`config.mk`:
```
export PLATFORM = sky130hd
export DESIGN_NAME = hill_cipher_3x3_mod32_unit_flat
export DESIGN_NICKNAME = d
export VERILOG_FILES = /design/src/rtl/core/hcm_pkg.sv /design/src/rtl/core/hcm_req_if.sv /design/src/rtl/core/hcm_rsp_if.sv /design/src/rtl/core/hcm_csr_if.sv /design/src/rtl/core/hcm_ctrl.sv /design/src/rtl/core/hcm_datapath.sv /design/src/rtl/core/hill_cipher_3x3_mod32_unit.sv /design/src/flat_wrapper.sv
export SDC_FILE = /design/constraint.sdc
export NUM_CORES = 1
export LEC_CHECK = 0
export ABC_AREA = 1
export BUFFER_PORTS_ARGS = -buffer_cell sky130_fd_sc_hd__buf_2
export CAP_MARGIN = 5
export CORE_MARGIN = 1.5
export CORE_UTILIZATION = 56
export CTS_CLUSTER_SIZE = 8
export DETAILED_ROUTE_END_ITERATION = 8
export PLACE_DENSITY = 0.72
export RECOVER_POWER = 100
export SLEW_MARGIN = 20
export SYNTH_ARGS = -nofsm -noshare
export SYNTH_HDL_FRONTEND = slang
export SYNTH_SLANG_ARGS = --single-unit
```
`constraint.sdc`:
```
create_clock -name clock -period 6.71 [get_ports clock]
set_clock_uncertainty 0.05 [all_clocks]
set_input_delay 0.3355 -clock clock [delete_from_list [all_inputs] [get_ports clock]]
set_output_delay 0.3355 -clock clock [all_outputs]
set_load 0.1 [all_outputs]
```
`src/rtl/core/hcm_pkg.sv`:
```
// Shared types, register codes and arithmetic helpers of the 3x3 mod-32 Hill cipher unit.
package hcm_pkg;

   localparam int SymW     = 5;
   localparam int RowW     = 3 * SymW;
   localparam int CsrIdxW  = 3;
   localparam int CsrDataW = RowW;

   typedef logic [SymW-1:0] sym_type;

   // configuration register indexes
   localparam logic [CsrIdxW-1:0] REG_KEY_ROW_ZERO = 3'd0;
   localparam logic [CsrIdxW-1:0] REG_KEY_ROW_ONE  = 3'd1;
   localparam logic [CsrIdxW-1:0] REG_KEY_ROW_TWO  = 3'd2;
   localparam logic [CsrIdxW-1:0] REG_DIRECTION    = 3'd3;
   localparam logic [CsrIdxW-1:0] REG_PAD_SYMBOL   = 3'd4;

   // register reset values: identity key, encode, pad with index 26
   localparam logic [RowW-1:0] RST_KEY_ROW_ZERO = 15'd1;
   localparam logic [RowW-1:0] RST_KEY_ROW_ONE  = 15'd32;
   localparam logic [RowW-1:0] RST_KEY_ROW_TWO  = 15'd1024;
   localparam logic            RST_DIRECTION    = 1'b0;
   localparam sym_type         RST_PAD_SYMBOL   = 5'd26;

   localparam logic [1:0] FILL_FULL = 2'd2;
   localparam logic [1:0] EMIT_LAST = 2'd2;

   typedef enum logic [2:0] {
      ST_IDLE,
      ST_COF,
      ST_DET,
      ST_SCALE,
      ST_CALC,
      ST_EMIT
   } state_type;

   // controller to datapath
   typedef struct packed {
      logic       req_ready;
      logic       hold;
      logic       form_block;
      logic [1:0] fill;
      logic       cof_step;
      logic       det_step;
      logic       scale_step;
      logic       calc;
      logic       emit_load;
      logic       emit_final;
   } cmd_type;

   // datapath to controller
   typedef struct packed {
      logic req_valid;
      logic req_last;
      logic direction;
      logic cfg_write;
      logic out_free;
   } status_type;

   // product of two symbols, kept mod 32
   function automatic sym_type mul_mod(input sym_type a, input sym_type b);
      logic [2*SymW-1:0] p;
      p = a * b;
      return p[SymW-1:0];
   endfunction

   // multiplicative inverse mod 32 of an odd value; even values give zero
   function automatic sym_type inv_mod(input sym_type d);
      sym_type r;
      case (d)
         5'd1:    r = 5'd1;
         5'd3:    r = 5'd11;
         5'd5:    r = 5'd13;
         5'd7:    r = 5'd23;
         5'd9:    r = 5'd25;
         5'd11:   r = 5'd3;
         5'd13:   r = 5'd5;
         5'd15:   r = 5'd15;
         5'd17:   r = 5'd17;
         5'd19:   r = 5'd27;
         5'd21:   r = 5'd29;
         5'd23:   r = 5'd7;
         5'd25:   r = 5'd9;
         5'd27:   r = 5'd19;
         5'd29:   r = 5'd21;
         5'd31:   r = 5'd31;
         default: r = 5'd0;
      endcase
      return r;
   endfunction

endpackage

```
`src/rtl/core/hcm_req_if.sv`:
```
// Input item channel: one symbol index and its end-of-message flag.
interface hcm_req_if;
   import hcm_pkg::*;

   logic    valid;
   logic    ready;
   sym_type symbol_in;
   logic    message_end;

   modport source (output valid, output symbol_in, output message_end, input ready);
   modport sink   (input valid, input symbol_in, input message_end, output ready);
endinterface

```
`src/rtl/core/hcm_rsp_if.sv`:
```
// Result item channel: one transformed symbol and its block flags.
interface hcm_rsp_if;
   import hcm_pkg::*;

   logic    valid;
   logic    ready;
   sym_type symbol_out;
   logic    block_last;
   logic    message_last;
   logic    key_error;

   modport source (output valid, output symbol_out, output block_last, output message_last,
                   output key_error, input ready);
   modport sink   (input valid, input symbol_out, input block_last, input message_last,
                   input key_error, output ready);
endinterface

```
`src/rtl/core/hcm_csr_if.sv`:
```
// Configuration write channel: register index and write data.
interface hcm_csr_if;
   import hcm_pkg::*;

   logic                valid;
   logic                ready;
   logic [CsrIdxW-1:0]  index;
   logic [CsrDataW-1:0] data;

   modport source (output valid, output index, output data, input ready);
   modport sink   (input valid, input index, input data, output ready);
endinterface

```
`src/rtl/core/hcm_ctrl.sv`:
```
// Controller state machine: block gathering, inverse key sequencing and result emission.
module hcm_ctrl (
   input  logic                clock,
   input  logic                reset,
   input  hcm_pkg::status_type status,
   output hcm_pkg::cmd_type    cmd
);
   import hcm_pkg::*;

   state_type  state_ff, state_in;
   logic [1:0] fill_ff, fill_in;
   logic [1:0] emit_cnt_ff, emit_cnt_in;
   logic       inv_ready_ff, inv_ready_in;

   // hold control state
   always_ff @(posedge clock) begin
      if (reset) begin
         state_ff     <= ST_IDLE;
         fill_ff      <= 2'd0;
         emit_cnt_ff  <= 2'd0;
         inv_ready_ff <= 1'b0;
      end else begin
         state_ff     <= state_in;
         fill_ff      <= fill_in;
         emit_cnt_ff  <= emit_cnt_in;
         inv_ready_ff <= inv_ready_in;
      end
   end

   // next state and commands
   always_comb begin
      state_in       = state_ff;
      fill_in        = fill_ff;
      emit_cnt_in    = emit_cnt_ff;
      inv_ready_in   = inv_ready_ff;
      cmd            = '0;
      cmd.fill       = fill_ff;
      cmd.emit_final = (emit_cnt_ff == EMIT_LAST);

      case (state_ff)
         ST_IDLE: begin
            cmd.req_ready = 1'b1;
            if (status.req_valid) begin
               if (fill_ff != FILL_FULL && !status.req_last) begin
                  cmd.hold = 1'b1;
                  fill_in  = fill_ff + 2'd1;
               end else begin
                  cmd.form_block = 1'b1;
                  fill_in        = 2'd0;
                  if (status.direction && !inv_ready_ff) begin
                     state_in = ST_COF;
                  end else begin
                     state_in = ST_CALC;
                  end
               end
            end
         end
         ST_COF: begin
            cmd.cof_step = 1'b1;
            state_in     = ST_DET;
         end
         ST_DET: begin
            cmd.det_step = 1'b1;
            state_in     = ST_SCALE;
         end
         ST_SCALE: begin
            cmd.scale_step = 1'b1;
            inv_ready_in   = 1'b1;
            state_in       = ST_CALC;
         end
         ST_CALC: begin
            cmd.calc    = 1'b1;
            emit_cnt_in = 2'd0;
            state_in    = ST_EMIT;
         end
         ST_EMIT: begin
            if (status.out_free) begin
               cmd.emit_load = 1'b1;
               if (emit_cnt_ff == EMIT_LAST) begin
                  state_in = ST_IDLE;
               end else begin
                  emit_cnt_in = emit_cnt_ff + 2'd1;
               end
            end
         end
         default: begin
            state_in = ST_IDLE;
         end
      endcase

      // drop the inverse key after any register write
      if (status.cfg_write) begin
         inv_ready_in = 1'b0;
      end
   end

endmodule

```
`src/rtl/core/hcm_datapath.sv`:
```
// Datapath: configuration registers, block buffer, inverse key unit and vector-matrix product.
module hcm_datapath (
   input  logic              clock,
   input  logic              reset,
   hcm_req_if.sink           req_chan,
   hcm_rsp_if.source         rsp_chan,
   hcm_csr_if.sink           csr_chan,
   input  hcm_pkg::cmd_type  cmd,
   output hcm_pkg::status_type status
);
   import hcm_pkg::*;

   logic [RowW-1:0] key_row_ff [3];
   logic            dir_ff;
   sym_type         pad_ff;

   sym_type held_ff [2];
   sym_type vec_ff  [3];
   logic    last_ff;

   sym_type key_k    [3][3];
   sym_type cof_next [3][3];
   sym_type cof_ff   [3][3];
   sym_type inv_ff   [3][3];
   sym_type mat      [3][3];
   sym_type det;
   sym_type dinv_ff;
   logic    key_inv_ff;

   sym_type res_ff [3];
   sym_type res_in [3];
   logic    err_ff;
   logic    err_in;

   sym_type out_sym_ff;
   logic    out_blast_ff, out_mlast_ff, out_err_ff, out_valid_ff;
   logic    cfg_hit;

   // configuration writes, always ready
   assign csr_chan.ready = 1'b1;
   always_comb begin
      case (csr_chan.index)
         REG_KEY_ROW_ZERO, REG_KEY_ROW_ONE, REG_KEY_ROW_TWO,
         REG_DIRECTION, REG_PAD_SYMBOL: cfg_hit = 1'b1;
         default:                       cfg_hit = 1'b0;
      endcase
   end

   always_ff @(posedge clock) begin
      if (reset) begin
         key_row_ff[0] <= RST_KEY_ROW_ZERO;
         key_row_ff[1] <= RST_KEY_ROW_ONE;
         key_row_ff[2] <= RST_KEY_ROW_TWO;
         dir_ff        <= RST_DIRECTION;
         pad_ff        <= RST_PAD_SYMBOL;
      end else if (csr_chan.valid) begin
         case (csr_chan.index)
            REG_KEY_ROW_ZERO: key_row_ff[0] <= csr_chan.data;
            REG_KEY_ROW_ONE:  key_row_ff[1] <= csr_chan.data;
            REG_KEY_ROW_TWO:  key_row_ff[2] <= csr_chan.data;
            REG_DIRECTION:    dir_ff        <= csr_chan.data[0];
            REG_PAD_SYMBOL:   pad_ff        <= csr_chan.data[SymW-1:0];
            default:          ;
         endcase
      end
   end

   // unpack key rows, column zero in the low bits
   always_comb begin
      for (int r = 0; r < 3; r++) begin
         for (int c = 0; c < 3; c++) begin
            key_k[r][c] = key_row_ff[r][SymW*c +: SymW];
         end
      end
   end

   // gather symbols and form the padded block
   assign req_chan.ready = cmd.req_ready;

   always_ff @(posedge clock) begin
      if (reset) begin
         held_ff[0] <= '0;
         held_ff[1] <= '0;
      end else if (cmd.hold) begin
         held_ff[cmd.fill[0]] <= req_chan.symbol_in;
      end
   end

   always_ff @(posedge clock) begin
      if (cmd.form_block) begin
         last_ff <= req_chan.message_end;
         case (cmd.fill)
            2'd0: begin
               vec_ff[0] <= req_chan.symbol_in;
               vec_ff[1] <= pad_ff;
               vec_ff[2] <= pad_ff;
            end
            2'd1: begin
               vec_ff[0] <= held_ff[0];
               vec_ff[1] <= req_chan.symbol_in;
               vec_ff[2] <= pad_ff;
            end
            default: begin
               vec_ff[0] <= held_ff[0];
               vec_ff[1] <= held_ff[1];
               vec_ff[2] <= req_chan.symbol_in;
            end
         endcase
      end
   end

   // signed cofactors of all key entries, reduced mod 32
   for (genvar r = 0; r < 3; r++) begin : g_cof_row
      for (genvar c = 0; c < 3; c++) begin : g_cof_col
         localparam int R1 = (r + 1) % 3;
         localparam int R2 = (r + 2) % 3;
         localparam int C1 = (c + 1) % 3;
         localparam int C2 = (c + 2) % 3;
         assign cof_next[r][c] = mul_mod(key_k[R1][C1], key_k[R2][C2])
                               - mul_mod(key_k[R1][C2], key_k[R2][C1]);
      end
   end

   always_ff @(posedge clock) begin
      if (cmd.cof_step) begin
         cof_ff <= cof_next;
      end
   end

   // determinant along row zero and its inverse
   assign det = mul_mod(key_k[0][0], cof_ff[0][0])
              + mul_mod(key_k[0][1], cof_ff[0][1])
              + mul_mod(key_k[0][2], cof_ff[0][2]);

   always_ff @(posedge clock) begin
      if (reset) begin
         key_inv_ff <= 1'b0;
      end else if (cmd.det_step) begin
         key_inv_ff <= det[0];
      end
   end

   always_ff @(posedge clock) begin
      if (cmd.det_step) begin
         dinv_ff <= inv_mod(det);
      end
   end

   // inverse key: transposed cofactors scaled by the determinant inverse
   always_ff @(posedge clock) begin
      if (cmd.scale_step) begin
         for (int i = 0; i < 3; i++) begin
            for (int j = 0; j < 3; j++) begin
               inv_ff[i][j] <= mul_mod(cof_ff[j][i], dinv_ff);
            end
         end
      end
   end

   // row vector times selected matrix, all three columns
   always_comb begin
      for (int i = 0; i < 3; i++) begin
         for (int j = 0; j < 3; j++) begin
            mat[i][j] = dir_ff ? inv_ff[i][j] : key_k[i][j];
         end
      end
      err_in = dir_ff & ~key_inv_ff;
      for (int j = 0; j < 3; j++) begin
         res_in[j] = mul_mod(vec_ff[0], mat[0][j])
                   + mul_mod(vec_ff[1], mat[1][j])
                   + mul_mod(vec_ff[2], mat[2][j]);
         if (err_in) begin
            res_in[j] = '0;
         end
      end
   end

   // load results, then shift them toward the output register
   always_ff @(posedge clock) begin
      if (cmd.calc) begin
         res_ff <= res_in;
         err_ff <= err_in;
      end else if (cmd.emit_load) begin
         res_ff[0] <= res_ff[1];
         res_ff[1] <= res_ff[2];
      end
   end

   // output register, freed when the receiver takes the item
   always_ff @(posedge clock) begin
      if (reset) begin
         out_valid_ff <= 1'b0;
      end else if (cmd.emit_load) begin
         out_valid_ff <= 1'b1;
      end else if (rsp_chan.ready) begin
         out_valid_ff <= 1'b0;
      end
   end

   always_ff @(posedge clock) begin
      if (cmd.emit_load) begin
         out_sym_ff   <= res_ff[0];
         out_blast_ff <= cmd.emit_final;
         out_mlast_ff <= cmd.emit_final & last_ff;
         out_err_ff   <= err_ff;
      end
   end

   assign rsp_chan.valid        = out_valid_ff;
   assign rsp_chan.symbol_out   = out_sym_ff;
   assign rsp_chan.block_last   = out_blast_ff;
   assign rsp_chan.message_last = out_mlast_ff;
   assign rsp_chan.key_error    = out_err_ff;

   // status toward the controller
   assign status.req_valid = req_chan.valid;
   assign status.req_last  = req_chan.message_end;
   assign status.direction = dir_ff;
   assign status.cfg_write = csr_chan.valid & cfg_hit;
   assign status.out_free  = ~out_valid_ff | rsp_chan.ready;

endmodule

```
`src/rtl/core/hill_cipher_3x3_mod32_unit.sv`:
```
// Top level of the 3x3 mod-32 Hill cipher unit: controller plus datapath.
//
// req_chan takes one 5-bit symbol index per item, with message_end on the
// final symbol of a message. Symbols are gathered in blocks of three; a
// block closes on its third symbol or on message_end, padding missing
// positions with pad_symbol. Each closed block gives three items on
// rsp_chan, block_last on the third and message_last on the third of a
// block that ends the message.
// Symbols are taken in ST_IDLE; a closing symbol is followed by the
// vector-matrix product (ST_CALC) and by ST_EMIT, which sends the block's
// three items, and no new symbol is taken until the block is out. The
// first decode after a register write first forms the inverse
// key (cofactors, determinant, scaling). The first result passes through the
// block vector, result and output registers before it is valid on rsp_chan.
// A stalled receiver holds the output register; emission waits, and req_chan
// stays low on ready until the block is out. csr_chan is always ready.
// Reset (synchronous) restores the register defaults and empties the block.
module hill_cipher_3x3_mod32_unit (
   input logic       clock,
   input logic       reset,
   hcm_req_if.sink   req_chan,
   hcm_rsp_if.source rsp_chan,
   hcm_csr_if.sink   csr_chan
);
   import hcm_pkg::*;

   cmd_type    cmd;
   status_type status;

   hcm_ctrl u_ctrl (
      .clock  (clock),
      .reset  (reset),
      .status (status),
      .cmd    (cmd)
   );

   hcm_datapath u_datapath (
      .clock    (clock),
      .reset    (reset),
      .req_chan (req_chan),
      .rsp_chan (rsp_chan),
      .csr_chan (csr_chan),
      .cmd      (cmd),
      .status   (status)
   );

endmodule

```
`src/flat_wrapper.sv`:
```
// flat-port wrapper written by rule: the top's interface ports become plain ports
module hill_cipher_3x3_mod32_unit_flat import hcm_pkg::*;
  (clock, reset, req_chan_valid, req_chan_symbol_in, req_chan_message_end, req_chan_ready, rsp_chan_valid, rsp_chan_symbol_out, rsp_chan_block_last, rsp_chan_message_last, rsp_chan_key_error, rsp_chan_ready, csr_chan_valid, csr_chan_index, csr_chan_data, csr_chan_ready);
  hcm_req_if req_chan_i ();
  hcm_rsp_if rsp_chan_i ();
  hcm_csr_if csr_chan_i ();
  input logic clock;
  input logic reset;
  input wire logic [$bits(req_chan_i.valid)-1:0] req_chan_valid;
  input wire logic [$bits(req_chan_i.symbol_in)-1:0] req_chan_symbol_in;
  input wire logic [$bits(req_chan_i.message_end)-1:0] req_chan_message_end;
  output wire logic [$bits(req_chan_i.ready)-1:0] req_chan_ready;
  output wire logic [$bits(rsp_chan_i.valid)-1:0] rsp_chan_valid;
  output wire logic [$bits(rsp_chan_i.symbol_out)-1:0] rsp_chan_symbol_out;
  output wire logic [$bits(rsp_chan_i.block_last)-1:0] rsp_chan_block_last;
  output wire logic [$bits(rsp_chan_i.message_last)-1:0] rsp_chan_message_last;
  output wire logic [$bits(rsp_chan_i.key_error)-1:0] rsp_chan_key_error;
  input wire logic [$bits(rsp_chan_i.ready)-1:0] rsp_chan_ready;
  input wire logic [$bits(csr_chan_i.valid)-1:0] csr_chan_valid;
  input wire logic [$bits(csr_chan_i.index)-1:0] csr_chan_index;
  input wire logic [$bits(csr_chan_i.data)-1:0] csr_chan_data;
  output wire logic [$bits(csr_chan_i.ready)-1:0] csr_chan_ready;
  assign req_chan_i.valid = req_chan_valid;
  assign req_chan_i.symbol_in = req_chan_symbol_in;
  assign req_chan_i.message_end = req_chan_message_end;
  assign req_chan_ready = req_chan_i.ready;
  assign rsp_chan_valid = rsp_chan_i.valid;
  assign rsp_chan_symbol_out = rsp_chan_i.symbol_out;
  assign rsp_chan_block_last = rsp_chan_i.block_last;
  assign rsp_chan_message_last = rsp_chan_i.message_last;
  assign rsp_chan_key_error = rsp_chan_i.key_error;
  assign rsp_chan_i.ready = rsp_chan_ready;
  assign csr_chan_i.valid = csr_chan_valid;
  assign csr_chan_i.index = csr_chan_index;
  assign csr_chan_i.data = csr_chan_data;
  assign csr_chan_ready = csr_chan_i.ready;
  hill_cipher_3x3_mod32_unit u_core (.clock(clock), .reset(reset), .req_chan(req_chan_i), .rsp_chan(rsp_chan_i), .csr_chan(csr_chan_i));
endmodule
```
After elaboration in Yosys (flattened, before gate mapping)

Memory sizes are Yosys's and may differ from the RTL's. A register that Yosys moved wholly into a read port is not among the register bits.
Index checks and enable logic that the tools add are counted.

Equal/unequal tests: 17
$mul: 39
Div/mod/pow operators: 0
Mux-type cells: 76
$lt $le $gt $ge: 0
Reduce and logical (&&, ||, !) cells: 19
$add $sub $neg: 19
Shift-type cells: 0
Bitwise logic cells: 15

Operator list:

| cell                                                                  | number |
|---|---|
| 5-bit by 5-bit multiplier with 5-bit output                           | 39 |
| 5-bit 2-to-1 mux                                                      | 18 |
| 15-bit 2-to-1 mux                                                     | 3 |
| 5-bit subtractor                                                      | 9 |
| 1-bit 2-to-1 mux                                                      | 41 |
| 5-bit adder                                                           | 8 |
| 10-bit 2-to-1 mux                                                     | 2 |
| 3-bit 2-to-1 mux                                                      | 6 |
| 3-bit case mux with 6 select lines                                    | 1 |
| 3-bit by 2-bit equality test with 1-bit output, second input constant | 4 |
| 2-bit inequality test, second input constant                          | 5 |
| 1-bit bitwise OR                                                      | 10 |
| 5-bit OR reduction                                                    | 2 |
| 3-bit equality test, second input constant                            | 3 |
| 2-bit 2-to-1 mux                                                      | 4 |
| 3-bit by 1-bit equality test with 1-bit output, second input constant | 2 |
| 3-bit logical NOT                                                     | 2 |
| 2-bit AND reduction                                                   | 3 |
| 2-bit nonzero test                                                    | 3 |
| 2-bit by 1-bit adder with 2-bit output, second input constant         | 2 |
| 2-bit case mux with 2 select lines                                    | 1 |
| 4-bit AND reduction                                                   | 1 |
| 2-bit OR reduction                                                    | 2 |
| 1-bit AND                                                             | 3 |
| 8 further kinds                                                       | 11 |

Word-level logic and storage cells: 216
Register bits: 86
Input port bits: 29
Memories kept: 5
Output and inout bits: 11
Bits in latches: 0
Bits in writable memories: 115
Bits in read-only memories: 160

Memory list:

| memory                       | depth | width | read ports | clocked after Yosys merged registers in | wr ports | line               | text |
|---|---|---|---|---|---|---|---|
| (name not given)             | 32    | 5     | 1          | 1                                       | 0        | hcm_pkg.sv:70      | `case (d)` |
| u_core.u_datapath.inv_ff     | 3     | 15    | 3          | 0                                       | 3        | hcm_datapath.sv:24 | `sym_type inv_ff [3][3];` |
| u_core.u_datapath.key_row_ff | 3     | 15    | 3          | 0                                       | 3        | hcm_datapath.sv:13 | `logic [RowW-1:0] key_row_ff [3];` |
| u_core.u_datapath.vec_ff     | 3     | 5     | 3          | 0                                       | 3        | hcm_datapath.sv:18 | `sym_type vec_ff [3];` |
| u_core.u_datapath.held_ff    | 2     | 5     | 2          | 0                                       | 2        | hcm_datapath.sv:17 | `sym_type held_ff [2];` |

Longest topological paths before layout

Gate-level depths: netlist of the first run.

Depth after elaboration: 10
Depth in mapped cells: 31
Gate-level depth less buffers: 30

By module

Synthesis of the first run repeated with hierarchy kept, for this count alone.

Cell total of the unflattened synthesis: 2641
Area total of the unflattened synthesis: 21788.4 um^2

By module, submodules not included:

| module       | seq. area each (um^2) | area each (um^2) | cells each | instances |
|---|---|---|---|---|
| hcm_datapath | 5865.6                | 21271.7          | 2566       | 1 |
| hcm_ctrl     | 160.2                 | 516.7            | 75         | 1 |

Least setup slack after synthesis of the first run

Ideal clock, no wire load.

Path kind: flip-flop to flip-flop
Start: register u_core.u_datapath.dir_ff
End: register u_core.u_datapath.res_ff[4] in the netlist's numbering, data pin
Buffers on the path: 1
Library setup time: 0.255 ns
Setup slack: 1.391 ns
Period minus slack after synthesis: 5.319 ns
Data arrival time: 5.014 ns
Stages on the path, launching flop included: 27
Required time: 6.405 ns
Path through: dfxtp_1 -> inv_2 -> buf_2 -> o21ai_1 -> or2_2 -> fa_1 -> inv_1 -> fa_1 -> inv_1 -> fa_1 -> inv_1 -> fa_1 -> fa_1 -> inv_1 -> fa_1 -> inv_1 -> ha_1 -> nand3_1 -> nand2_1 -> nand2_1 -> nand2_1 -> nand2_1 -> nand2_1 -> inv_1 -> nand2_1 -> a21oi_1 -> nor2_1

Longest elaborated chain between the ends: 4
Elaborated cells between the ends (all ways): 9
Classes of those cells: add/sub: 2; mul: 3; mux: 3; bitwise: 1

RTL lines:

| item                                        | line                | text |
|---|---|---|
| start: declaration                          | hcm_datapath.sv:14  | `logic dir_ff;` |
| start signal: assignment                    | hcm_datapath.sv:61  | `REG_DIRECTION: dir_ff <= csr_chan.data[0];` |
| 5-bit 2-to-1 mux                            | hcm_datapath.sv:164 | `mat[i][j] = dir_ff ? inv_ff[i][j] : key_k[i][j];` |
| 5-bit by 5-bit multiplier with 5-bit output | hcm_pkg.sv:63       | `p = a * b;` |
| 5-bit adder                                 | hcm_datapath.sv:170 | `+ mul_mod(vec_ff[1], mat[1][j])` |
| 5-bit adder                                 | hcm_datapath.sv:171 | `+ mul_mod(vec_ff[2], mat[2][j]);` |
| end signal: assignment                      | hcm_datapath.sv:181 | `res_ff <= res_in;` |
| end: declaration                            | hcm_datapath.sv:30  | `sym_type res_ff [3];` |

Parallel ways exist; a longest one is shown, timed or not.
A chain may end at the register's enable or synchronous reset.

==> metrics.cfg, run 1 <==
[power]
power.leakage_nw=12.9
power_frac_seq=0.244
clockPowerShare=0.158
power_density_nw_per_um2=394
internal_power_mw=5.15
peakVddDrop_mv=0.284
swShare=0.451
switchingPower_mw=4.22
comb_power_share=0.598

[timing]
setup_violations=0
period_share=0.913
rsz0062_at_grt=false
clock.fmax_mhz=163
period_needed_ns=6.12
tns_ns=0
max-slew-margin-rel=-1.10
hold_viol=0
worstMarginPinSlew_ns=3.15
drv_slew=168

[setup_path]
reg2reg_slack_ns=0.59
cpMostUsedCell=inv_1
crit_required_ns=7.01
critPathMaxFanout=26
cp.arrival_ns=6.42
start_kind=flip-flop
endpoint_kind=flip-flop
cp_cell_sequence=clkbuf_1 -> nand2_1 -> inv_1 -> ha_1 -> ha_1 -> inv_1 -> fa_1 -> inv_1 -> fa_1 -> fa_1 -> fa_1 -> ha_1 -> inv_1 -> nor2_1 -> o21ai_0 -> nand3b_1 -> nand2_1 -> inv_1 -> nand2_1 -> a21boi_0
critPathLaunch=u_core.u_datapath.key_row_ff[0][5]$_DFFE_PP_
r2r_cells=20
critPathKind=reg2reg
slowest_delay_ns=1.21
cp_slowest_cell=clkbuf_1
r2r_end=u_core.u_datapath.dinv_ff[4]$_DFFE_PP_
crit_path_end=u_core.u_datapath.dinv_ff[4]$_DFFE_PP_
timing.rr.start=u_core.u_datapath.key_row_ff[0][5]$_DFFE_PP_

[yosys]
yosys_register_bits=206
yosysUniqueCellTypes=39
synth_nets=3209
synth_edf_count=190
syn_inst=2770
synth_area_um2=22100
yosys.area.top_type=edfxtp_1
avgSynthCellArea_um2=7.99
ys_async_sr_fraction=0
synth_most_common_cell=nand2_1
netlist.area_leader.share=0.258
synth-seq-area-share=0.272
synthFlopType=edfxtp_1
synthTopCellsByCount=804 x nand2_1, 590 x inv_1, 272 x ha_1
ys_top_cells_by_area=edfxtp_1 26%, ha_1 15%, nand2_1 14%
yosysWarnings=0

[route]
dr.pass1.iters=6
num_vias=17900
drt-initial-drc-count=1491
avgRoutedWirePerCell_um=18.4
ant_nets=0
routed_wl_mm=61.4
drc=0
routed_via_density=5.37

[die]
start_util=0.570
ios=40
die-width_um=202
row_count=72
die-area_um2=40700
die_y_um=202
core_um2=38800

[clock_tree]
clock-sinks=206
htreeDepth=1
clk_pin_slew_ns=0.06
cts_root_buf=clkbuf_16
cts_tree=built
clock_path_buffers=3
clk_latency_ns=0.60
cts_made_buffers=31
ctsHoldBuffers=4
cts_setup_buffers=0
post_cts_resized=0

[global_routing]
antenna_found_initial=2
grtUsageTotal=0.310
grt_pass1_wl_mm=97.2
grt_overflow_total=0
grt_max_degree=48
grt_pass1_vias=18200

[finish]
final_cell_area_um2=23800
drive_above_1_share=0.0374
nNetsFinal=3229
n_fill_cell=3382
syn_to_final_growth_pct=7.38

[status]
status=finished with violations
violations=max-capacitance violations, max-slew violations

[place]
port_buffers=38
gp_congestion=0.971
place_area_um2=22900
post-dp-hpwl_mm=47.1

[min_path]
min_path_cells=3
hold_class=in2reg

[job]
drv_cap=4

-- layer usage --
metal | share of wire | global-route usage
met5 | 0.00021 | 0
met4 | 0.046 | 0.122
met3 | 0.092 | 0.0609
met2 | 0.45 | 0.510
met1 | 0.41 | 0.403
-- final cells by class --
cell class              instances  area (um^2)  area share
diodes                          2         5.00    0.000211
clock buffers                  46          832      0.0350
repair buffers                 91          527      0.0222
multi-input cells            1866        13400       0.565
clock inverters                 6         70.1     0.00295
inverters                     594         2230      0.0939
flip-flops and latches        206         6030       0.254
well taps                     518          648      0.0273
-- logic make-up (layout without fill, tap and decap cells) --
| logic type | Yosys count | after routing | synth area share |
|---|---|---|---|
| AO/OA/AOI/OAI | 111 | 111 | 0.0286 |
| AND/OR/NAND/NOR | 1065 | 1065 | 0.189 |
| buffers and inverters | 698 | 737 | 0.121 |
| XOR/XNOR | 279 | 279 | 0.110 |
| other | 1 | 3 | 0.000170 |
| flip-flops | 206 | 206 | 0.272 |
| adder cells (fa/ha/maj) | 410 | 410 | 0.279 |
-- power groups by stage --
stage	clock (mW)	sequential [mW]	combinational, mW
global placement	0	2.28	5.35
global route	1.53	2.30	6.43
CTS	1.49	2.26	5.64
floorplan	0	2.14	4.35
detailed placement	0	2.28	5.59
finish	1.48	2.28	5.61
-- worst min path at each step --
stage	from	endpoint
floorplan	u_core.u_datapath.err_ff$_DFFE_PN_	u_core.u_datapath.rsp_chan.key_error$_DFFE_PP_
detailed placement	u_core.u_datapath.res_ff[13]$_DFFE_PP_	u_core.u_datapath.rsp_chan.symbol_out[3]$_DFFE_PP_
global placement	u_core.u_datapath.res_ff[14]$_DFFE_PP_	u_core.u_datapath.rsp_chan.symbol_out[4]$_DFFE_PP_
finish	csr_chan_data[1]	u_core.u_datapath.pad_ff[1]$_SDFFE_PP1P_
CTS	csr_chan_data[1]	u_core.u_datapath.pad_ff[1]$_SDFFE_PP1P_
global route	req_chan_symbol_in[0]	u_core.u_datapath.vec_ff[0][10]$_DFFE_PP_
-- metrics by stage --
step	worst slack, ns	power, mW	std cells	util	hold slack, ns
after global routing	0.335	10.3	3327	0.612	0.0338
after CTS	0.833	9.39	3327	0.614	0.0133
after floorplan	1.39	6.49	2770	-	0.350
final	0.587	9.37	3329	0.612	0.0216
after global placement	0.900	7.62	3271	0.590	0.351
after detailed placement	0.854	7.87	3271	0.590	0.355
-- worst max-delay path: cells and delay by family (launching register included) --
kind                     cells  cell delay, ns
AND/OR/NAND/NOR              5            0.62
adder cells (fa/ha/maj)      7            2.96
buffers and inverters        6            1.54
AO/OA/AOI/OAI                2            0.19
flip-flops                   1            0.53
-- registers in the layout, summed over array words and instances (netlist names) --
| name | flops |
|---|---|
| u_core.u_datapath.key_row_ff | 45 |
| u_core.u_ctrl.state_ff | 3 |
| u_core.u_datapath.rsp_chan.symbol_out | 5 |
| u_core.u_datapath.cof_ff | 45 |
| u_core.u_datapath.last_ff | 1 |
| u_core.u_datapath.err_ff | 1 |
| u_core.u_datapath.rsp_chan.key_error | 1 |
| u_core.u_datapath.dir_ff | 1 |
| u_core.u_datapath.key_inv_ff | 1 |
| u_core.u_datapath.rsp_chan.message_last | 1 |
| u_core.u_ctrl.inv_ready_ff | 1 |
| u_core.u_datapath.pad_ff | 5 |
| u_core.u_datapath.held_ff | 10 |
| u_core.u_ctrl.fill_ff | 2 |
| u_core.u_datapath.vec_ff | 15 |
| u_core.u_datapath.dinv_ff | 5 |
| u_core.u_datapath.rsp_chan.block_last | 1 |
| u_core.u_ctrl.emit_cnt_ff | 2 |
| u_core.u_datapath.res_ff | 15 |
| u_core.u_datapath.inv_ff | 45 |
| u_core.u_datapath.rsp_chan.valid | 1 |
-- cell usage in the layout, fill, tap and decap left out, types with 2 or more instances in the layout --
cell type / instances
a21o_1: 4
a21oi_1: 35
a22o_1: 6
buf_2: 26
buf_4: 34
clkbuf_1: 42
clkbuf_16: 31
clkinv_1: 4
dfxtp_1: 16
diode_2: 2
dlygate4sd3_1: 4
edfxtp_1: 190
fa_1: 138
ha_1: 272
inv_1: 590
inv_2: 3
nand2_1: 804
nand3_1: 70
nand3b_1: 13
nand4_1: 4
nor2_1: 159
nor3_1: 6
o211ai_1: 7
o21ai_0: 35
o21ai_1: 14
o31ai_1: 3
or2_2: 7
xnor2_1: 141
xor2_1: 138
(Power assumes the default switching activity.)
==> run 2: changes to the inputs <==
--- a/config.mk
+++ b/config.mk
@@ -5,7 +5,6 @@
 export SDC_FILE = /design/constraint.sdc
 export NUM_CORES = 1
 export LEC_CHECK = 0
-export ABC_AREA = 1
 export BUFFER_PORTS_ARGS = -buffer_cell sky130_fd_sc_hd__buf_2
 export CAP_MARGIN = 5
 export CORE_MARGIN = 1.5
==> run 2 against run 1 <==
  * Highest routed layer is now met4
  * Routed wire length down 10%
  * Combinational power down 30%
  * Power down 24%
  * Final cell count down 19%
  * Synthesized cell count down 23%
  * Count of clock-buffer cells in the layout up 8
  * Clock power about the same
  * Maximum frequency down 2.3%
  * First-iteration DRC count down 27%
  * The flow still finishes with violations (max-capacitance violations, max-slew violations)
  * Largest cell class unchanged
==> metrics.cfg, run 2 <==
[route]
drc=0
routed_via_density=5.43
ant_nets=0
drt-initial-drc-count=1083
num_vias=14500
routed_wl_mm=55.2
dr.pass1.iters=5
avgRoutedWirePerCell_um=20.6

[clock_tree]
htreeDepth=1
clock-sinks=206
clk_pin_slew_ns=0.06
post_cts_resized=0
clk_latency_ns=0.56
clock_path_buffers=3
cts_made_buffers=30
cts_root_buf=clkbuf_16
cts_tree=built

[timing]
worst_slack_ns=0.445
max-slew-margin-rel=-1.17
period_needed_ns=6.26
tns_ns=0
hold_viol=0
worstMarginPinSlew_ns=3.26
clock.fmax_mhz=160
period_share=0.934
drv_slew=156
setup_violations=0
hold_slack_ns=0.0263
rsz0062_at_grt=false

[yosys]
synth_area_um2=21200
syn_inst=2126
yosysUniqueCellTypes=49
synth_edf_count=190
netlist.area_leader.share=0.269
yosysWarnings=0
synth_nets=2565
yosys_register_bits=206
synth-seq-area-share=0.284
avgSynthCellArea_um2=9.98
synth_most_common_cell=nand2_1
ys_async_sr_fraction=0
synthTopCellsByCount=341 x nand2_1, 296 x xnor2_1, 272 x ha_1
synthFlopType=edfxtp_1
yosys.area.top_type=edfxtp_1
ys_top_cells_by_area=edfxtp_1 27%, ha_1 16%, fa_1 13%

[status]
violations=max-capacitance violations, max-slew violations
status=finished with violations

[setup_path]
endpoint_kind=flip-flop
slowest_delay_ns=0.60
cp_cell_sequence=clkbuf_1 -> mux2i_1 -> nor2b_1 -> ha_1 -> fa_1 -> inv_1 -> fa_1 -> inv_1 -> fa_1 -> fa_1 -> inv_1 -> fa_1 -> inv_1 -> ha_1 -> xor2_1 -> xnor2_1 -> xnor2_1 -> xnor3_1 -> xor2_1 -> nor2_1
cpMostUsedCell=fa_1
crit_cells=20
r2r_cells=20
cp.arrival_ns=6.51
start_kind=flip-flop
r2r_end=u_core.u_datapath.res_ff[4]$_SDFFCE_PP0N_
path_buf_inv=5
critPathKind=reg2reg
reg2reg_slack_ns=0.45
critPathLaunch=u_core.u_datapath.dir_ff$_SDFFE_PP0P_
cp_top_family=adder cells
crit_required_ns=6.96
crit_path_end=u_core.u_datapath.res_ff[4]$_SDFFCE_PP0N_
critPathMaxFanout=14
cp_slowest_cell=dfxtp_2
timing.rr.start=u_core.u_datapath.dir_ff$_SDFFE_PP0P_

[place]
post-dp-hpwl_mm=41.4
dp_slack_ns=0.593
port_buffers=38
place_area_um2=22000
gp_congestion=0.888

[finish]
reg_top3=u_core.u_datapath.cof_ff x45, u_core.u_datapath.inv_ff x45, u_core.u_datapath.key_row_ff x45
layout_common_cells=341 x nand2_1, 296 x xnor2_1, 272 x ha_1
drive_above_1_share=0.0641
final_cell_area_um2=22800
n_fill_cell=3117
syn_to_final_growth_pct=7.58
final_common_cell=nand2_1
nNetsFinal=2584
antenna_cells=0

[die]
die-width_um=198
core_um2=37500
row_count=71
die_y_um=198
ios=40
start_util=0.566
die-area_um2=39100

[min_path]
hold_class=in2reg

[global_routing]
grt_pass1_wl_mm=85.3
grt_overflow_total=0
antenna_found_initial=0
grt_pass1_vias=15000
grt_max_degree=46
grtUsageTotal=0.292

[power]
peakVddDrop_mv=0.231
power.leakage_nw=9.93
power_density_nw_per_um2=314

[job]
drv_cap=5

run 2: per-stage QoR:
step,util,cells,power (mW)
after floorplan,-,2126,4.84
after global placement,0.586,2621,5.61
after detailed placement,0.586,2621,5.74
after CTS,0.611,2680,7.21
after global routing,0.609,2680,7.67
final,0.609,2680,7.16
run 2: cell type report:
| cell class | count | area (um^2) | area share |
|---|---|---|---|
| Clock buffer | 54 | 882 | 0.0386 |
| Sequential cell | 206 | 6030 | 0.264 |
| Inverter | 234 | 878 | 0.0385 |
| Clock inverter | 2 | 10.0 | 0.000439 |
| Tap cell | 511 | 639 | 0.0280 |
| Timing Repair Buffer | 88 | 513 | 0.0225 |
| Multi-Input combinational cell | 1585 | 13900 | 0.608 |
run 2: power breakdown:
part           total, mW  switching (mW)  internal [mW]  leakage (nW)
combinational       3.90            2.03           1.86          7.61
sequential          1.81           0.118           1.70          1.90
clock               1.45           0.581          0.873         0.429
total               7.16            2.73           4.43          9.93
run 2: metal layers:
layer	vias to the layer above	track usage	share of wire	wire (um)
met5	-	0	0	0
met4	0	0.120	0.043	2370
met3	128	0.0323	0.076	4170
met2	556	0.499	0.48	26300
met1	7100	0.377	0.40	22400
li1	6755	-	-	-
run 2: kinds of logic after synthesis:
group,synth area share
simple gates,0.162
fa+ha+maj,0.291
xor+xnor,0.149
buf+inv,0.0623
flops,0.284
mux,0.0334
compound gates,0.0176
other cells,0.000177
run 2: worst min-delay path by stage:
stage / endpoint / startpoint / cells past startpoint
after floorplan: u_core.u_datapath.rsp_chan.key_error$_DFFE_PP_ / u_core.u_datapath.err_ff$_DFFE_PN_ / 0
after global placement: u_core.u_datapath.rsp_chan.key_error$_DFFE_PP_ / u_core.u_datapath.err_ff$_DFFE_PN_ / 0
after detailed placement: u_core.u_datapath.rsp_chan.symbol_out[3]$_DFFE_PP_ / u_core.u_datapath.res_ff[13]$_DFFE_PP_ / 0
after CTS: u_core.u_datapath.pad_ff[3]$_SDFFE_PP1P_ / csr_chan_data[3] / 2
after global routing: u_core.u_datapath.pad_ff[3]$_SDFFE_PP1P_ / csr_chan_data[3] / 2
final: u_core.u_datapath.pad_ff[3]$_SDFFE_PP1P_ / csr_chan_data[3] / 2
run 2: repair_timing:
item | CTS | global route
setup buffers | 0 | 0
endpoints found under the setup margin | 0 | 0
hold endpoints to repair | 3 | 0
hold buffers | 3 | 0
==> run 3: changes to the inputs <==
--- a/config.mk
+++ b/config.mk
@@ -7,6 +7,7 @@
 export LEC_CHECK = 0
 export BUFFER_PORTS_ARGS = -buffer_cell sky130_fd_sc_hd__buf_2
 export CAP_MARGIN = 5
+export CORE_ASPECT_RATIO = 1.2
 export CORE_MARGIN = 1.5
 export CORE_UTILIZATION = 56
 export CTS_CLUSTER_SIZE = 8
==> run 3 against run 2 <==
  * The run still ends with max-capacitance violations, max-slew violations left
  * Non-clock buffer count is 3 higher
  * Global-route usage hardly changed
  * Count of clock-buffer cells in the layout is 1 lower
  * Maximum frequency is 2.1% higher
==> metrics.cfg, run 3 (synthesized netlist as in run 2, its figures left out) <==
[min_path]
hold_class=in2reg

[route]
ant_nets=0
drc=0
routed_via_density=5.45
routed_wl_mm=54.8
avgRoutedWirePerCell_um=20.7
drt-initial-drc-count=1089
dr.pass1.iters=5
num_vias=14400

[die]
row_count=77
start_util=0.572
die_y_um=216
die-width_um=181
die-area_um2=39100
core_um2=37100
ios=40

[finish]
final_common_cell=nand2_1
layout_common_cells=341 x nand2_1, 296 x xnor2_1, 272 x ha_1
multi_input_comb_area_um2=13900
seqCellArea_um2=6030
stdcell_count=2646
final_util=0.614
syn_to_final_growth_pct=7.27
reg_top3=u_core.u_datapath.cof_ff x45, u_core.u_datapath.inv_ff x45, u_core.u_datapath.key_row_ff x45
drive_above_1_share=0.0618
n_fill_cell=3047
nNetsFinal=2586

[clock_tree]
cts_made_buffers=29
clk_latency_ns=0.57
cts_tree=built
htreeDepth=1
clk_pin_slew_ns=0.06
clock_path_buffers=3
cts_root_buf=clkbuf_16
clock-sinks=206

[setup_path]
critPathMaxFanout=19
endpoint_kind=flip-flop
start_kind=flip-flop
cp_cell_sequence=buf_4 -> mux2_1 -> and2_0 -> fa_1 -> ha_1 -> inv_1 -> fa_1 -> inv_1 -> fa_1 -> fa_1 -> inv_1 -> fa_1 -> inv_1 -> ha_1 -> xor2_1 -> xnor2_1 -> xnor2_1 -> xnor3_1 -> xor2_1 -> nor2_1
crit_required_ns=6.98
slowest_delay_ns=0.66
cp_top_family=adder cells
cpMostUsedCell=fa_1
cp.arrival_ns=6.41
path_buf_inv=5
critPathKind=reg2reg
cp_slowest_cell=dfxtp_1

[global_routing]
antenna_found_initial=1
grt_pass1_vias=15500
grt_overflow_total=0
grtUsageTotal=0.292
grt_pass1_wl_mm=87.5
grt_max_degree=48

[place]
port_buffers=38
gp_congestion=0.958
post-dp-hpwl_mm=42.2
placed_cells=2583

[timing]
drv_slew=147
tns_ns=0
max-slew-margin-rel=-1.12
worstMarginPinSlew_ns=3.18
clock.fmax_mhz=163
setup_violations=0
hold_viol=0
period_needed_ns=6.14
rsz0062_at_grt=false
period_share=0.915

[power]
peakVddDrop_mv=0.185
power_density_nw_per_um2=310
power.leakage_nw=9.91

[job]
drv_cap=4

[status]
status=finished with violations
violations=max-capacitance violations, max-slew violations

## run 3: cell count changes in the layout (fill, tap and decap cells not counted), sizes merged
cell,delta
clkbuf,-3
buf,+1
clkinv,-2
inv,+1
dlygate4sd3,+4
diode,+2
## run 3: cell type report
type | instances | area share
antenna | 2 | 0.000220
clock buffer | 53 | 0.0358
clock inverter | 1 | 0.000880
inverter | 234 | 0.0386
multi-input combinational | 1585 | 0.609
sequential | 206 | 0.265
tap | 474 | 0.0261
timing repair buffer | 91 | 0.0243
## run 3: metal layers
layer,track usage,vias up,wire length [um]
met3,0.0294,121,2530
met2,0.525,383,27300
met5,0,-,0
met1,0.357,7157,22600
met4,0.124,0,2440
li1,-,6750,-
## run 3: power breakdown
part / leakage (nW) / internal [mW] / total (mW) / switching, mW
combinational: 7.62 / 1.86 / 3.86 / 2.00
sequential: 1.89 / 1.70 / 1.82 / 0.122
clock: 0.396 / 0.811 / 1.38 / 0.574
total: 9.91 / 4.37 / 7.07 / 2.70
## run 3: path summary, 6_finish.rpt
| kind | startpoint | to | slack (ns) | cells after the start |
|---|---|---|---|---|
| worst min-delay path | rsp_chan_ready | u_core.u_datapath.rsp_chan.valid$_SDFFE_PP0P_ | 0.04 | 3 |
| worst max-delay path | u_core.u_datapath.dir_ff$_SDFFE_PP0P_ | u_core.u_datapath.res_ff[4]$_SDFFCE_PP0N_ | 0.57 | 20 |
| worst min register to register | u_core.u_datapath.res_ff[12]$_DFFE_PP_ | u_core.u_datapath.rsp_chan.symbol_out[2]$_DFFE_PP_ | 0.37 | 0 |
| worst max register to register | u_core.u_datapath.dir_ff$_SDFFE_PP0P_ | u_core.u_datapath.res_ff[4]$_SDFFCE_PP0N_ | 0.57 | 20 |
## run 3: worst reg2reg max path, cell delays in order (launching register included)
cell and delay (ns):
dfxtp_1 0.66, buf_4 0.39, mux2_1 0.40, and2_0 0.19, fa_1 0.56, ha_1 0.14
inv_1 0.04, fa_1 0.47, inv_1 0.05, fa_1 0.47, fa_1 0.55, inv_1 0.05
fa_1 0.53, inv_1 0.04, ha_1 0.20, xor2_1 0.16, xnor2_1 0.18, xnor2_1 0.13
xnor3_1 0.41, xor2_1 0.14, nor2_1 0.05
## run 3: what timing repair did
item,4_1_cts,5_1_grt
buffers inserted,0,0
resized for setup,0,0
hold buffers,7,0
endpoints found under the hold margin,6,0
## run 3: through the flow
stage | worst slack, ns | hold slack, ns | area (um^2) | power (mW)
6_report | 0.573 | 0.0380 | 22800 | 7.07
5_1_grt | 0.231 | 0.0638 | 22800 | 7.59
4_1_cts | 0.757 | 0.0139 | 22800 | 7.13
3_5_place_dp | 0.759 | 0.363 | 21900 | 5.73
3_3_place_gp | 0.839 | 0.354 | 21900 | 5.60
2_1_floorplan | 0.940 | 0.350 | 21200 | 4.84
